===== src/sv/assert_macros.svh =====
// Assertion helpers for the SDO client RTL.
`ifndef ASSERT_MACROS_SVH
`define ASSERT_MACROS_SVH
`ifndef SYNTH
`define CHK_IMPL(lbl, clk, rstn, ante, cons) \
  lbl: assert property (@(posedge clk) disable iff (!rstn) (ante) |-> (cons)) \
    else $error("check failed");
`define CHK_NEXT(lbl, clk, rstn, ante, cons) \
  lbl: assert property (@(posedge clk) disable iff (!rstn) (ante) |=> (cons)) \
    else $error("check failed");
`else
`define CHK_IMPL(lbl, clk, rstn, ante, cons)
`define CHK_NEXT(lbl, clk, rstn, ante, cons)
`endif
`endif


===== src/sv/sdo_pkg.sv =====
package sdo_pkg;

  localparam int WRITE_STORE_DEPTH = 2048;

  localparam logic [2:0] OP_READ   = 3'd0;
  localparam logic [2:0] OP_WR_EXP = 3'd1;
  localparam logic [2:0] OP_WR_SEG = 3'd2;
  localparam logic [2:0] OP_LOAD   = 3'd3;
  localparam logic [2:0] OP_REPLY  = 3'd4;
  localparam logic [2:0] OP_TMO    = 3'd5;

  localparam logic [3:0] ST_NONE    = 4'd0;
  localparam logic [3:0] ST_OK      = 4'd1;
  localparam logic [3:0] ST_TIMEOUT = 4'd2;
  localparam logic [3:0] ST_ABORT   = 4'd3;
  localparam logic [3:0] ST_LEN     = 4'd4;
  localparam logic [3:0] ST_OBJ     = 4'd5;
  localparam logic [3:0] ST_TOGGLE  = 4'd6;
  localparam logic [3:0] ST_SIZE    = 4'd7;
  localparam logic [3:0] ST_HEADER  = 4'd8;
  localparam logic [3:0] ST_SEGS    = 4'd9;
  localparam logic [3:0] ST_UNEXP   = 4'd10;

  localparam logic [1:0] CFG_NODE = 2'd0;
  localparam logic [1:0] CFG_MAXS = 2'd1;
  localparam logic [1:0] CFG_SPY  = 2'd2;

  typedef enum logic [2:0] {
    PH_IDLE, PH_RD_INIT, PH_RD_SEG, PH_WR_EXP, PH_WR_INIT, PH_WR_SEG
  } phase_t;

  typedef enum logic [1:0] {S_IDLE, S_FETCH, S_OUT} ctl_state_t;

  // Controller to datapath.
  typedef struct packed {
    logic eval;     // accept item, evaluate, start a fetch if needed
    logic fetch;    // fetch one store byte
    logic finish;   // latch result into the output register
  } dp_cmd_t;

  // Datapath to controller.
  typedef struct packed {
    logic need_fetch;
    logic fetch_last;
  } dp_sts_t;

endpackage


===== src/sv/sdo_ctrl.sv =====
module sdo_ctrl
  import sdo_pkg::*;
(
  input  logic    clk,
  input  logic    rst_n,
  input  logic    in_tvalid,
  output logic    in_tready,
  input  logic    out_tready,
  output logic    out_tvalid,
  input  dp_sts_t sts,
  output dp_cmd_t cmd
);
  `include "assert_macros.svh"

  ctl_state_t state_r, state_nxt;
  logic out_valid_r, out_valid_nxt;

  always_comb begin
    state_nxt = state_r;
    case (state_r)
      S_IDLE: begin
        if (in_tvalid && in_tready) begin
          state_nxt = sts.need_fetch ? S_FETCH : S_OUT;
        end
      end
      S_FETCH: begin
        if (sts.fetch_last) begin
          state_nxt = S_OUT;
        end
      end
      S_OUT: begin
        if (!out_valid_r || out_tready) begin
          state_nxt = S_IDLE;
        end
      end
      default: state_nxt = S_IDLE;
    endcase
  end

  always_comb begin
    cmd = '0;
    in_tready = 1'b0;
    out_valid_nxt = out_valid_r && !out_tready;
    case (state_r)
      S_IDLE: begin
        in_tready = 1'b1;
        cmd.eval = in_tvalid;
      end
      S_FETCH: cmd.fetch = 1'b1;
      S_OUT: begin
        if (!out_valid_r || out_tready) begin
          cmd.finish = 1'b1;
          out_valid_nxt = 1'b1;
        end
      end
      default: ;
    endcase
  end

  always_ff @(posedge clk) begin
    if (!rst_n) begin
      state_r <= S_IDLE;
      out_valid_r <= 1'b0;
    end else begin
      state_r <= state_nxt;
      out_valid_r <= out_valid_nxt;
    end
  end

  assign out_tvalid = out_valid_r;

  `CHK_NEXT(a_hold, clk, rst_n, out_valid_r && !out_tready, out_valid_r)
  `CHK_IMPL(a_rdy, clk, rst_n, in_tready, state_r == S_IDLE)
  `CHK_NEXT(a_fin, clk, rst_n, cmd.finish, out_valid_r && state_r == S_IDLE)
endmodule


===== config.mk =====
export PLATFORM = sky130hd
export DESIGN_NAME = sdo_ctrl
export DESIGN_NICKNAME = d
export VERILOG_FILES = /design/src/sv/sdo_pkg.sv /design/src/sv/sdo_ctrl.sv
export VERILOG_INCLUDE_DIRS = /design/src /design/src/sv
export SDC_FILE = /design/constraint.sdc
export NUM_CORES = 1
export LEC_CHECK = 0
export ABC_CLOCK_PERIOD_IN_PS = 1300
export BUFFER_PORTS_ARGS = -buffer_cell sky130_fd_sc_hd__buf_4
export CORE_AREA = 4 4 41 43
export DETAILED_ROUTE_END_ITERATION = 16
export DIE_AREA = 0 0 45 47
export PLACE_DENSITY = 0.43
export SLEW_MARGIN = 40
export SYNTH_ARGS = -nofsm -noshare
export SYNTH_HDL_FRONTEND = slang
export SYNTH_SLANG_ARGS = --single-unit

===== constraint.sdc =====
create_clock -name clk -period 1.3 [get_ports clk]
set_input_delay 0.26 -clock clk [delete_from_list [all_inputs] [get_ports clk]]
set_output_delay 0.26 -clock clk [all_outputs]
set_load 0.005 [all_outputs]

==> flow_metrics.env <==
export IMPL_clock_skew_ns=0.00245
export IMPL_max_cap_violations=0
export IMPL_postRouteAntennaNets=0
export IMPL_crit_fanout=8
export IMPL_ir_drop_mv=0.417
export IMPL_synth_area_um2=164
export IMPL_gr_total_overflow=0
export IMPL_post_dp_cell_area_um2=258
export IMPL_synth_area_per_cell_um2=9.11
export IMPL_critPathLaunchType="flip-flop"
export IMPL_dp_cells=43
export IMPL_clkTransAtPathRegs_ns=0.03
export IMPL_groute_usage_overall_pct=5.76
export IMPL_rows=13
export IMPL_crit_path_top_delay_cell="dfxtp_2"
export IMPL_die_x_um=45
export IMPL_critical_path_arrival_ns=0.97
export IMPL_endpoint_kind="output pin"
export IMPL_ys_seq_area_share_pct=36.6
export IMPL_num_vias=180
export IMPL_slew_headroom_pct=87.2
export IMPL_powerDensity_nw_per_um2=1170
export IMPL_finalNonFillerCells=47
export IMPL_wirelength_um=453
export IMPL_p_leak_nw=0.121
export IMPL_worstPathRequired_ns=1.04
export IMPL_initial_core_util_pct=12.6
export IMPL_synth_fp_nets=24
export IMPL_drt_wirelength_per_cell_um=9.64
export IMPL_cts_root_buf="clkbuf_4"
export IMPL_antenna_found_initial=0
export IMPL_post_cts_buffers=0
export IMPL_worstSetupPathType="flip-flop to output pin"
export IMPL_cts_hold_buf=0
export IMPL_rsz0062_at_grt="true"
export IMPL_drc=0
export IMPL_flow_area_growth_from_synthesis_pct=74.8
export IMPL_synthCells=18
export IMPL_grt_max_degree=9
export IMPL_ioPinCount=11
export IMPL_path_cells="nand2b_1, nor2b_1, buf_4"
export IMPL_hold_path_class="primary input to flip-flop"
export IMPL_outcome="complete, no violations"
export IMPL_clk_latency_ns=0.23
export IMPL_chipHeight_um=47
export IMPL_worst_path_largest_cell_delay_ns=0.33
export IMPL_finalSetupViolCount=0
export IMPL_stdcell_area_um2=287
export IMPL_gp_congestion=0.597
export IMPL_yosys_warnings=0
export IMPL_num_nets_final=39
export IMPL_finalSetupTns_ns=0
export IMPL_grt_pass1_vias=196
export IMPL_drt_iter0_drc=2
export IMPL_yosysTopAreaCellShare_pct=36.6
export IMPL_max_freq_mhz=814
export IMPL_synth_area_leader_cell="dfxtp_1"
export IMPL_dp_hpwl_um=357
export IMPL_diodes=0
export IMPL_cts_tree="done"
export IMPL_viasPerCell=3.83
export IMPL_min_period_ns=1.23
export IMPL_reg2reg_slack_ns=0.24
export IMPL_fp_coreArea_um2=1300
export IMPL_grt_pass1_wl_um=786
export IMPL_synth_seq_cells=3
export IMPL_worst_slew_pin_transition_ns=0.191
export IMPL_numCtsBuffers=3
export IMPL_cts_sinks=3
export IMPL_finalMaxSlewViolations=0
export IMPL_port_buffers=10
export IMPL_ys_top_cells_by_area="dfxtp_1 (37%), or3b_1 (11%), a221oi_2 (9.2%)"
export IMPL_dr_pass1_iters=2
export IMPL_hold_ws_ns=0.300
export IMPL_cts_resized=1
export IMPL_htree_num_levels=1
export IMPL_finalCritPeriodShare_pct=94.5
export IMPL_hold_viol=0
export IMPL_cts_path_max_buffers=2
export IMPL_ys_types=12
export IMPL_dieArea_um2=2120
export IMPL_drive_gt1_share_pct=50.0
[report_power, final]
part           leakage, nW  internal, W  switching (W)
Clock               0.0150     0.000115      0.0000453
Combinational       0.0810    0.0000415      0.0000232
Sequential          0.0254     0.000101     0.00000942
Total                0.121     0.000257      0.0000779
[sequential cells by signal, summed over array words and instances, names as in the netlist]
signal	flops
out_tvalid	1
state_r	2
[layer usage]
metal  share of wire, %  up-vias  track usage, %
met5                  0        -               0
li1                   -       92               -
met1                 49       75            5.43
met3                 12        2            4.60
met2                 36       11            7.91
met4                1.8        0            5.26
[cell usage after synthesis]
library cell and count:
nand2b_1 2, inv_1 1, and2_1 1, a21oi_1 2, dfxtp_1 3, nor2b_1 2, a221oi_2 1, a211oi_1 1
nand3b_1 1, or3b_1 2, nor2_1 1, or2b_1 1
[area by class of cell]
cell class | count | area (um^2)
clock buffer | 4 | 26.3
fill | 154 | 1010
inverter | 1 | 3.75
multi-input combinational | 14 | 100
sequential | 3 | 62.6
tap | 15 | 18.8
timing repair buffer | 10 | 75.1
[worst paths after layout]
check             start          to  depth (start not counted)
max          state_r[0]      cmd[0]                          3
min              sts[0]  state_r[0]                          3
max reg2reg  state_r[0]  state_r[1]                          2
min reg2reg  state_r[1]  state_r[1]                          1
[worst max-delay path: cells and delay by family (launching register included)]
kind / cells / cell delay (ns)
AND/OR/NAND/NOR: 2 / 0.29
buffers and inverters: 1 / 0.12
flip-flops: 1 / 0.33
[kinds of logic after synthesis]
kind of cell           Yosys count  share of synthesized area (%)
AOI/OAI and AO/OA                4                           19.8
DFF                              3                           36.6
buffers and inverters            1                           2.29
and+or+nand+nor                 10                           41.2
[cell usage in the layout (no fill, tap or decap), types with 2 or more instances in the layout]
| cell | count |
|---|---|
| a21oi_1 | 2 |
| buf_4 | 10 |
| clkbuf_4 | 3 |
| dfxtp_2 | 2 |
| nand2b_1 | 2 |
| nor2b_1 | 2 |
| or3b_1 | 2 |
[through the flow]
step                      util [%]  power, W  setup WS, ns
after global routing          22.0  0.000371      -0.00374
final                         22.0  0.000335        0.0715
after detailed placement      19.8  0.000175         0.227
after CTS                     21.9  0.000344        0.0310
after floorplan                  -  0.000136         0.291
after global placement        19.8  0.000175         0.255
(Power assumes the default switching activity.)
